## src/design/swq_pkg.sv

```systemverilog
// Shared types and constants for the semaphore wait queue table.
// No dependencies.
`timescale 1ns / 1ps
`default_nettype none
package swq_pkg;

  typedef enum logic [1:0] {
    OP_BLOCK   = 2'd0,
    OP_UNBLOCK = 2'd1,
    OP_CANCEL  = 2'd2,
    OP_PEEK    = 2'd3
  } op_e;

  typedef enum logic [1:0] {
    STS_OK   = 2'd0,
    STS_FULL = 2'd1,
    STS_NONE = 2'd2,
    STS_DUP  = 2'd3
  } status_e;

  typedef enum logic [1:0] {
    BK_IDLE,
    BK_MATCH,
    BK_EXEC,
    BK_UNLINK
  } back_state_e;

  localparam int unsigned PidBits = 5;

  typedef struct packed {
    op_e                op;
    logic [PidBits-1:0] pid;
    logic               pid_ok;
  } req_t;

endpackage
`default_nettype wire

```

## src/design/semaphore_wait_queue_table_top.sv

```systemverilog
// Semaphore wait queue table: each request passes the back-end sequencer (pop, match,
// execute, unlink); block, peek and a failed unblock or cancel skip the unlink step.
// One request is in the back end at a time; a two-entry queue absorbs bursts.
// Results pulse done_o for one cycle; the receiver cannot stall.
// Reset frees all descriptors and unblocks all processes at once; no clearing pass.
// Depends on swq_pkg, swq_front, swq_fifo, swq_back.
`timescale 1ns / 1ps
`default_nettype none
module semaphore_wait_queue_table_top #(
  parameter int unsigned MAX_PROCS = 32,
  parameter int unsigned KEY_BITS  = 32
) (
  input  wire logic        clk_i,
  input  wire logic        rst_ni,
  input  wire logic        start,
  output logic             busy,
  input  wire logic [1:0]  operation_i,
  input  wire logic [31:0] sem_key_i,
  input  wire logic [4:0]  proc_id_i,
  output logic             done_o,
  output logic [1:0]       status_o,
  output logic [4:0]       proc_out_o
);

  localparam int unsigned KW = (KEY_BITS < 32) ? KEY_BITS : 32;
  localparam int unsigned QW = $bits(swq_pkg::req_t) + KW;

  logic           push, pop, q_empty, q_full;
  swq_pkg::req_t  f_req, b_req;
  logic [KW-1:0]  f_key, b_key;
  logic [QW-1:0]  q_out;

  swq_front #(.MAX_PROCS(MAX_PROCS), .KW(KW)) u_front (
    .start       (start),
    .q_full_i    (q_full),
    .operation_i (operation_i),
    .sem_key_i   (sem_key_i),
    .proc_id_i   (proc_id_i),
    .busy        (busy),
    .push_o      (push),
    .req_o       (f_req),
    .key_o       (f_key)
  );

  swq_fifo #(.W(QW)) u_fifo (
    .clk_i   (clk_i),
    .rst_ni  (rst_ni),
    .push_i  (push),
    .data_i  ({f_req, f_key}),
    .pop_i   (pop),
    .data_o  (q_out),
    .empty_o (q_empty),
    .full_o  (q_full)
  );

  assign b_req = swq_pkg::req_t'(q_out[QW-1:KW]);
  assign b_key = q_out[KW-1:0];

  swq_back #(.MAX_PROCS(MAX_PROCS), .KW(KW)) u_back (
    .clk_i      (clk_i),
    .rst_ni     (rst_ni),
    .q_empty_i  (q_empty),
    .q_req_i    (b_req),
    .q_key_i    (b_key),
    .pop_o      (pop),
    .done_o     (done_o),
    .status_o   (status_o),
    .proc_out_o (proc_out_o)
  );

endmodule
`default_nettype wire

```

## src/design/swq_front.sv

```systemverilog
// Front end: accepts requests, decodes the operation and range-checks the process.
// Depends on swq_pkg.
`timescale 1ns / 1ps
`default_nettype none
module swq_front #(
  parameter int unsigned MAX_PROCS = 32,
  parameter int unsigned KW        = 32
) (
  input  wire logic                         start,
  input  wire logic                         q_full_i,
  input  wire logic [1:0]                   operation_i,
  input  wire logic [31:0]                  sem_key_i,
  input  wire logic [swq_pkg::PidBits-1:0]  proc_id_i,
  output logic                              busy,
  output logic                              push_o,
  output swq_pkg::req_t                     req_o,
  output logic [KW-1:0]                     key_o
);

  always_comb begin
    busy        = q_full_i;
    push_o      = start && !q_full_i;
    req_o.op    = swq_pkg::op_e'(operation_i);
    req_o.pid   = proc_id_i;
    req_o.pid_ok = (32'(proc_id_i) < MAX_PROCS);
    key_o       = sem_key_i[KW-1:0];
  end

endmodule
`default_nettype wire

```

## src/design/swq_fifo.sv

```systemverilog
// Two-entry request queue between front and back end.
// No package dependencies.
`timescale 1ns / 1ps
`default_nettype none
module swq_fifo #(
  parameter int unsigned W = 8
) (
  input  wire logic         clk_i,
  input  wire logic         rst_ni,
  input  wire logic         push_i,
  input  wire logic [W-1:0] data_i,
  input  wire logic         pop_i,
  output logic [W-1:0]      data_o,
  output logic              empty_o,
  output logic              full_o
);

  logic [W-1:0] mem_q [2];
  logic         wp_q, wp_d, rp_q, rp_d;
  logic [1:0]   cnt_q, cnt_d;

  always_comb begin
    wp_d  = push_i ? ~wp_q : wp_q;
    rp_d  = pop_i ? ~rp_q : rp_q;
    cnt_d = cnt_q + 2'(push_i) - 2'(pop_i);
    data_o  = mem_q[rp_q];
    empty_o = (cnt_q == 2'd0);
    full_o  = (cnt_q == 2'd2);
  end

  always_ff @(posedge clk_i or negedge rst_ni) begin
    if (!rst_ni) begin
      wp_q  <= 1'b0;
      rp_q  <= 1'b0;
      cnt_q <= 2'd0;
    end else begin
      wp_q  <= wp_d;
      rp_q  <= rp_d;
      cnt_q <= cnt_d;
    end
  end

  always_ff @(posedge clk_i) begin
    if (push_i) begin
      mem_q[wp_q] <= data_i;
    end
  end

endmodule
`default_nettype wire

```

## src/design/swq_back.sv

```systemverilog
// Back end: key match, descriptor pool and linked wait queues; one result per request.
// Depends on swq_pkg.
`timescale 1ns / 1ps
`default_nettype none
module swq_back #(
  parameter int unsigned MAX_PROCS = 32,
  parameter int unsigned KW        = 32
) (
  input  wire logic                        clk_i,
  input  wire logic                        rst_ni,
  input  wire logic                        q_empty_i,
  input  wire swq_pkg::req_t               q_req_i,
  input  wire logic [KW-1:0]               q_key_i,
  output logic                             pop_o,
  output logic                             done_o,
  output logic [1:0]                       status_o,
  output logic [swq_pkg::PidBits-1:0]      proc_out_o
);

  localparam int unsigned PW = (MAX_PROCS > 1) ? $clog2(MAX_PROCS) : 1;

  swq_pkg::back_state_e state_q, state_d;

  swq_pkg::req_t  req_q;
  logic [KW-1:0]  key_q;
  logic [PW-1:0]  pid_idx;

  logic           desc_valid_q   [MAX_PROCS];
  logic [KW-1:0]  desc_key_q     [MAX_PROCS];
  logic [PW-1:0]  desc_head_q    [MAX_PROCS];
  logic [PW-1:0]  desc_tail_q    [MAX_PROCS];
  logic [PW-1:0]  proc_next_q    [MAX_PROCS];
  logic [PW-1:0]  proc_prev_q    [MAX_PROCS];
  logic           proc_blocked_q [MAX_PROCS];
  logic [PW-1:0]  proc_desc_q    [MAX_PROCS];

  logic [MAX_PROCS-1:0] match_q, free_q;
  logic                 blk_q;
  logic [PW-1:0]        unl_q;

  logic                 hit, has_free;
  logic [PW-1:0]        hit_idx, free_idx;

  logic                 res_vld_q, res_vld_d;
  logic [1:0]           res_sts_q, res_sts_d;
  logic [PW-1:0]        res_proc_q, res_proc_d;

  logic                 do_add, do_new, do_unlink, go_unlink;
  logic [PW-1:0]        unl_d;

  logic [PW-1:0]        u_desc, u_head, u_tail, u_next, u_prev;

  assign pid_idx = PW'(req_q.pid);

  always_comb begin
    hit      = 1'b0;
    hit_idx  = '0;
    has_free = 1'b0;
    free_idx = '0;
    for (int i = MAX_PROCS - 1; i >= 0; i--) begin
      if (match_q[i]) begin
        hit     = 1'b1;
        hit_idx = PW'(i);
      end
      if (free_q[i]) begin
        has_free = 1'b1;
        free_idx = PW'(i);
      end
    end
  end

  assign u_desc = proc_desc_q[unl_q];
  assign u_head = desc_head_q[u_desc];
  assign u_tail = desc_tail_q[u_desc];
  assign u_next = proc_next_q[unl_q];
  assign u_prev = proc_prev_q[unl_q];

  always_comb begin
    state_d    = state_q;
    pop_o      = 1'b0;
    res_vld_d  = 1'b0;
    res_sts_d  = swq_pkg::STS_NONE;
    res_proc_d = '0;
    do_add     = 1'b0;
    do_new     = 1'b0;
    do_unlink  = 1'b0;
    go_unlink  = 1'b0;
    unl_d      = unl_q;
    unique case (state_q)
      swq_pkg::BK_IDLE: begin
        if (!q_empty_i) begin
          pop_o   = 1'b1;
          state_d = swq_pkg::BK_MATCH;
        end
      end
      swq_pkg::BK_MATCH: begin
        state_d = swq_pkg::BK_EXEC;
      end
      swq_pkg::BK_EXEC: begin
        state_d   = swq_pkg::BK_IDLE;
        res_vld_d = 1'b1;
        unique case (req_q.op)
          swq_pkg::OP_BLOCK: begin
            if (!req_q.pid_ok) begin
              res_sts_d = swq_pkg::STS_NONE;
            end else if (blk_q) begin
              res_sts_d = swq_pkg::STS_DUP;
            end else if (hit) begin
              do_add     = 1'b1;
              res_sts_d  = swq_pkg::STS_OK;
              res_proc_d = pid_idx;
            end else if (has_free) begin
              do_new     = 1'b1;
              res_sts_d  = swq_pkg::STS_OK;
              res_proc_d = pid_idx;
            end else begin
              res_sts_d = swq_pkg::STS_FULL;
            end
          end
          swq_pkg::OP_UNBLOCK: begin
            if (hit) begin
              go_unlink = 1'b1;
              unl_d     = desc_head_q[hit_idx];
            end
          end
          swq_pkg::OP_CANCEL: begin
            if (req_q.pid_ok && blk_q) begin
              go_unlink = 1'b1;
              unl_d     = pid_idx;
            end
          end
          swq_pkg::OP_PEEK: begin
            if (hit) begin
              res_sts_d  = swq_pkg::STS_OK;
              res_proc_d = desc_head_q[hit_idx];
            end
          end
          default: ;
        endcase
        if (go_unlink) begin
          res_vld_d = 1'b0;
          state_d   = swq_pkg::BK_UNLINK;
        end
      end
      swq_pkg::BK_UNLINK: begin
        do_unlink  = 1'b1;
        res_vld_d  = 1'b1;
        res_sts_d  = swq_pkg::STS_OK;
        res_proc_d = unl_q;
        state_d    = swq_pkg::BK_IDLE;
      end
      default: state_d = swq_pkg::BK_IDLE;
    endcase
  end

  always_ff @(posedge clk_i or negedge rst_ni) begin
    if (!rst_ni) begin
      state_q   <= swq_pkg::BK_IDLE;
      res_vld_q <= 1'b0;
      for (int i = 0; i < MAX_PROCS; i++) begin
        desc_valid_q[i]   <= 1'b0;
        proc_blocked_q[i] <= 1'b0;
      end
    end else begin
      state_q   <= state_d;
      res_vld_q <= res_vld_d;
      if (do_add) begin
        proc_blocked_q[pid_idx] <= 1'b1;
      end
      if (do_new) begin
        proc_blocked_q[pid_idx] <= 1'b1;
        desc_valid_q[free_idx]  <= 1'b1;
      end
      if (do_unlink) begin
        proc_blocked_q[unl_q] <= 1'b0;
        if (u_head == unl_q && u_tail == unl_q) begin
          desc_valid_q[u_desc] <= 1'b0;
        end
      end
    end
  end

  always_ff @(posedge clk_i) begin
    res_sts_q  <= res_sts_d;
    res_proc_q <= res_proc_d;
    unl_q      <= unl_d;
    if (pop_o) begin
      req_q <= q_req_i;
      key_q <= q_key_i;
    end
    if (state_q == swq_pkg::BK_MATCH) begin
      for (int i = 0; i < MAX_PROCS; i++) begin
        match_q[i] <= desc_valid_q[i] && (desc_key_q[i] == key_q);
        free_q[i]  <= !desc_valid_q[i];
      end
      blk_q <= proc_blocked_q[pid_idx];
    end
    if (do_add) begin
      proc_next_q[desc_tail_q[hit_idx]] <= pid_idx;
      proc_prev_q[pid_idx]              <= desc_tail_q[hit_idx];
      desc_tail_q[hit_idx]              <= pid_idx;
      proc_desc_q[pid_idx]              <= hit_idx;
    end
    if (do_new) begin
      desc_key_q[free_idx]  <= key_q;
      desc_head_q[free_idx] <= pid_idx;
      desc_tail_q[free_idx] <= pid_idx;
      proc_desc_q[pid_idx]  <= free_idx;
    end
    if (do_unlink) begin
      if (u_head == unl_q && u_tail == unl_q) begin
      end else if (u_head == unl_q) begin
        desc_head_q[u_desc] <= u_next;
      end else if (u_tail == unl_q) begin
        desc_tail_q[u_desc] <= u_prev;
      end else begin
        proc_next_q[u_prev] <= u_next;
        proc_prev_q[u_next] <= u_prev;
      end
    end
  end

  assign done_o     = res_vld_q;
  assign status_o   = res_sts_q;
  assign proc_out_o = swq_pkg::PidBits'(res_proc_q);

endmodule
`default_nettype wire

```

## config.mk

```make
export PLATFORM = sky130hd
export DESIGN_NAME = semaphore_wait_queue_table_top
export DESIGN_NICKNAME = d
export VERILOG_FILES = /design/src/design/swq_pkg.sv /design/src/design/semaphore_wait_queue_table_top.sv /design/src/design/swq_front.sv /design/src/design/swq_fifo.sv /design/src/design/swq_back.sv
export SDC_FILE = /design/constraint.sdc
export NUM_CORES = 2
export LEC_CHECK = 0
export BUFFER_PORTS_ARGS = -buffer_cell sky130_fd_sc_hd__buf_4
export CELL_PAD_IN_SITES_DETAIL_PLACEMENT = 0
export CELL_PAD_IN_SITES_GLOBAL_PLACEMENT = 2
export CORE_MARGIN = 1.5
export CORE_UTILIZATION = 52
export DETAILED_ROUTE_END_ITERATION = 12
export PLACE_DENSITY = 0.95
export SLEW_MARGIN = 15
export SYNTH_ARGS = -nofsm -noshare
export SYNTH_HDL_FRONTEND = slang
export SYNTH_HIERARCHICAL = 1
export SYNTH_SLANG_ARGS = --single-unit
```

## constraint.sdc

```tcl
create_clock -name clk_i -period 11.2 [get_ports clk_i]
set_input_delay 3.36 -clock clk_i [delete_from_list [all_inputs] [get_ports clk_i]]
set_output_delay 3.36 -clock clk_i [all_outputs]
set_load 0.03 [all_outputs]
```

; Yosys cells after proc, flatten, opt, wreduce, memory -nomap -nowiden
; Memory sizes are Yosys's and may differ from the RTL's. A register that Yosys moved wholly into a read port is not among the register bits.
; Index checks and enable logic that the tools add are counted.
; W data, S select, Z words.
[word_totals]
out_inout_bits = 9
mem_bits_rw = 1902
register_bits = 149
word_cells = 456
inputBits = 42
memories = 7
[op_classes]
n_eq_ne = 44
mux = 223
reduce_logical = 82
n_addsub = 2
magnitude_cmp = 8
bitwise = 14
[memory_table]
columns = memory, words, width, read_ports, rd_ports_with_merged_regs, write_ports, line
row1 = u_back.desc_key_q, 32, 32, 32, 0, 1, swq_back.sv:29  ; logic [KW-1:0] desc_key_q [MAX_PROCS];
row2 = u_back.desc_head_q, 32, 5, 2, 0, 1, swq_back.sv:30  ; logic [PW-1:0] desc_head_q [MAX_PROCS];
row3 = u_back.desc_tail_q, 32, 5, 2, 0, 1, swq_back.sv:31  ; logic [PW-1:0] desc_tail_q [MAX_PROCS];
row4 = u_back.proc_desc_q, 32, 5, 1, 1, 1, swq_back.sv:35  ; logic [PW-1:0] proc_desc_q [MAX_PROCS];
row5 = u_back.proc_next_q, 32, 5, 1, 1, 1, swq_back.sv:32  ; logic [PW-1:0] proc_next_q [MAX_PROCS];
row6 = u_back.proc_prev_q, 32, 5, 1, 1, 1, swq_back.sv:33  ; logic [PW-1:0] proc_prev_q [MAX_PROCS];
row7 = +1 memories, n/a, n/a, n/a, n/a, n/a, n/a
[ops]
columns = cell, count
row1 = $eq A32 B32 Y1, 32
row2 = $mux W5, 85
row3 = $mux W32, 6
row4 = $mux W1, 113
row5 = $or A32 B32 Y32, 3
row6 = $and A32 B32 Y32, 2
row7 = $not A32 Y32, 2
row8 = $logic_and A1 B1 Y1, 39
row9 = $logic_not A1 Y1, 33
row10 = $pmux W5 S2, 3
row11 = $reduce_or A5 Y1, 5
row12 = $ge A6 B6 Y1 const B, 4
row13 = $lt A6 B1 Y1 const B, 4
row14 = $not A5 Y6, 4
row15 = $demux W1 S5, 4
row16 = $mux W2, 6
row17 = $eq A2 B2 Y1 const B, 5
row18 = $eq A5 B5 Y1, 2
row19 = $pmux W2 S2, 2
row20 = $pmux W2 S4, 1
row21 = $logic_not A2 Y1, 3
row22 = $bmux W1 S5, 1
row23 = $eq A2 B1 Y1 const B, 2
row24 = $ne A2 B1 Y1 const B, 2
row25 = other kinds (8), 10

; Logic depth before layout (Yosys ltp)
[depth]
ltp_word = 43
ltp_mapped = 23
ltp_nobuf = 14

; Hierarchy
; The synthesis kept the hierarchy.
[modules_own_cells]
columns = mod, instances, area_each_um2, cells_per_inst
row1 = swq_back, 1, 86724.4, 5549
row2 = swq_fifo, 1, 3286.9, 140
row3 = swq_front, 1, 325.3, 43

; Worst setup path before layout
; No wires, ideal clock.
[synth_path]
path_type = input to register
from = input start
to = memory u_fifo/mem_q[0][0] (netlist bit), enable pin
required_time_ps = 10758
slack_ps = 5421
stages = 2
setup_ps = 442
arrival_time_ps = 5337
path_cell_list = nor2b_4 > nor2b_1
[synth_between]
elab_chain_len = 3
[synth_rtl]
columns = element, line
row1 = "start, declared", semaphore_wait_queue_table_top.sv:15  ; input wire logic start,
row2 = $logic_and A1 B1 Y1, swq_front.sv:22  ; push_o = start && !q_full_i;
row3 = $mux W1, swq_fifo.sv:44  ; if (push_i) begin
row4 = $mux W1 (implied by the code), swq_fifo.sv:45  ; mem_q[wp_q] <= data_i;
row5 = "end, declared", swq_fifo.sv:18  ; logic [W-1:0] mem_q [2];
; Every way passes these cells.

==> results.json <==
{
  "status": "finished, final reports clean",
  "die_area_mm2": 0.176,
  "setup_viol": 0,
  "hold_viol_final": 0,
  "syn_area_mm2": 0.0903,
  "syn_to_final_growth_pct": 11.3,
  "synth_cell_types": 92,
  "die_h_um": 420,
  "synthCells": 5732,
  "cp.arrival_ns": 8.13,
  "overflow": 0,
  "maxCapViolCount": 0,
  "grt_setup_unrepaired": "false",
  "rows": 152,
  "grt_pass1_wl_um": 352000,
  "cts-root-buf": "clkbuf_16",
  "dpl.hpwl_um": 149000,
  "stdcell_count": 8306,
  "wl_um": 241000,
  "via_per_inst": 6.27,
  "utilization_pct": 58.4,
  "syn_nets": 5780,
  "io_pins": 51,
  "dp_cells": 7924,
  "ys_warn_count": 6,
  "worst_slew_pin_slew_ns": 1.23,
  "synthFlopType": "edfxtp_1",
  "clkSinkCount": 2097,
  "postCtsHoldBufs": 0,
  "avgSynthCellArea_um2": 15.8,
  "synth_top_area_share_pct": 66.9,
  "end_kind": "register",
  "totalNegativeSetupSlack_ns": 0,
  "nets": 5866,
  "skew_ns": 0.100,
  "ir_drop_mv": 0.315,
  "cts_buffers": 202,
  "grt_max_degree": 102,
  "layout_common_cells": "edfxtp_1 (2014), xnor2_1 (876), nand2_1 (302)",
  "start_util_pct": 52.5,
  "max_freq_mhz": 132,
  "drt_pre_antenna_iters": 8,
  "cts.clk_slew.worst_paths_ns": 0.07,
  "fp.dieW_um": 420,
  "placed_area_mm2": 0.0937,
  "vias": 52100,
  "antenna_found_initial": 2,
  "p_leak_nw": 31.5,
  "finalCriticalPeriod_ns": 7.56,
  "drive_gt1_share_pct": 14.3,
  "grt_pass1_vias": 51400,
  "place.gp.congestion": 0.998,
  "ant_nets": 0,
  "track_usage_pct": 27.4,
  "start_kind": "register",
  "place_ws_ns": 3.79,
  "cts_tree": "yes",
  "post-cts-setup-buffer-count": 0,
  "synth_edf_count": 2014,
  "cts_resized": 0,
  "synthTopCellsByArea": "edfxtp_1 (67%), xnor2_1 (8.5%), mux4_2 (4.1%)",
  "crit_required_ns": 11.77,
  "fin_area_mm2": 0.101,
  "port_buffers": 50,
  "cp_max_fo": 55,
  "clkLatencyLatePin_ns": 0.87,
  "fillCellCount": 12600,
  "setup_slack_ns": 3.64,
  "synth_top_area_cell": "edfxtp_1",
  "final_common_cell": "edfxtp_1",
  "crit_type": "register to register",
  "htree_levels": 4,
  "synthArstFlopShare_pct": 3.39,
  "p_per_area_mw_per_mm2": 275,
  "slew_headroom_pct": 17.7,
  "wire_per_inst_um": 29.0,
  "clockBufferDepth": 3,
  "fin_crit_sh_pct": 67.5,
  "route.detailed.drc": 0,
  "holdCritPathClass": "register to register",
  "seq_area_frac_synth_pct": 69.2,
  "drt-initial-drc-count": 6604,
  "core_mm2": 0.172,
  "slew_viol_final": 0,
  "ys_ff_latch": 2097
}
synth_stat cells, types with 61 or more instances:
master,count
edfxtp_1,2014
xnor2_1,876
nand2_1,302
nand4_1,259
mux2i_1,211
nor2_1,206
mux4_2,165
xor2_1,155
a21oi_1,150
clkbuf_1,136
nand3_1,119
nor4_1,110
buf_1,97
inv_1,78
o32ai_1,72
dfrtp_1,71
buf_4,64
a22oi_1,61
critical path: stages (launching register included):
cell and delay (ns):
dfxtp_4 0.65, buf_4 0.78, nor2b_1 0.39, a22oi_1 0.16
nand4b_1 0.15, and2_1 0.39, nand2_4 0.40, buf_4 0.51
nor3_1 0.76, a32oi_1 0.18, and4_1 0.26, a311oi_1 0.32
nand3_1 0.17, o41a_1 0.44, buf_4 0.26, nand2_4 0.58
mux2i_2 0.31, buf_4 0.39
metal layers:
metal / up-vias / GRT usage [%] / part of all wire, %
met5: - / 0 / 0.0050
met4: 2 / 11.6 / 4.4
met3: 584 / 4.90 / 9.2
met2: 2866 / 43.9 / 47
met1: 26500 / 37.1 / 39
li1: 22200 / - / -
per-stage QoR:
stage	hold WS, ns	power [mW]
floorplan	0.455	16.9
global placement	0.468	20.6
detailed placement	0.477	20.8
CTS	0.491	27.6
global route	0.506	28.5
finish	0.490	27.7
flip-flops by register name, summed over array words and instances (netlist names), 3 cells and up, named ones only:
signal,flops
u_back/free_q,32
u_back/proc_prev_q,160
u_back/desc_tail_q,160
u_back/desc_key_q,1024
u_back/proc_blocked_q,32
u_back/pid_idx,5
u_back/proc_next_q,160
u_back/req_q,3
u_back/proc_out_o,5
u_back/proc_desc_q,160
u_back/desc_valid_q,32
u_back/unl_q,5
u_back/match_q,32
u_back/key_q,32
u_fifo/mem_q,80
u_back/desc_head_q,160
logic make-up (layout without fill, tap and decap cells):
kind of cell               Yosys count  count (layout)  synth area share, %
buffers and inverters              428             690                 2.24
and+or+nand+nor                   1153            1153                 6.49
DFF                               2097            2097                 69.2
adders and majority gates            6               6               0.0831
xor gates and xnor gates          1032            1032                 10.0
AOI/OAI and AO/OA                  572             572                 4.53
muxes                              443             443                 7.45
other                                1               3              0.00415
worst paths after layout:
| path | slack, ns | depth (start not counted) | to | startpoint |
|---|---|---|---|---|
| worst max-delay path | 3.64 | 17 | u_back/proc_prev_q[19][2] | register |
| worst min-delay path | 0.49 | 1 | u_back/proc_blocked_q[9] | u_back/proc_blocked_q[9] |
| worst max register to register | 3.64 | 17 | u_back/proc_prev_q[19][2] | register |
| worst min register to register | 0.49 | 1 | u_back/proc_blocked_q[9] | u_back/proc_blocked_q[9] |
| max in group asynchronous | 7.69 | 2 | u_back/desc_valid_q[19] | rst_ni |
| min in group asynchronous | 2.47 | 1 | u_back/state_q[1] | rst_ni |
layout make-up:
class                           instances  area, um2  share of cell area, %
Antenna cell                            2       5.00                0.00498
Inverter                               83        312                  0.310
Tap cell                             2310       2890                   2.87
Timing Repair Buffer                  227       1980                   1.97
Sequential cell                      2097      62500                   62.2
Clock inverter                        134       1460                   1.45
Clock buffer                          246       5310                   5.29
Multi-Input combinational cell       3207      26100                   25.9
where the power goes:
part           switching (mW)  leakage (nW)  internal [mW]  total [mW]
registers               0.384          19.3           10.1        10.5
clock network            2.98          3.28           3.89        6.87
logic                    7.06          8.95           3.28        10.3
total                    10.4          31.5           17.3        27.7
Power figures use the tool's default switching activity.
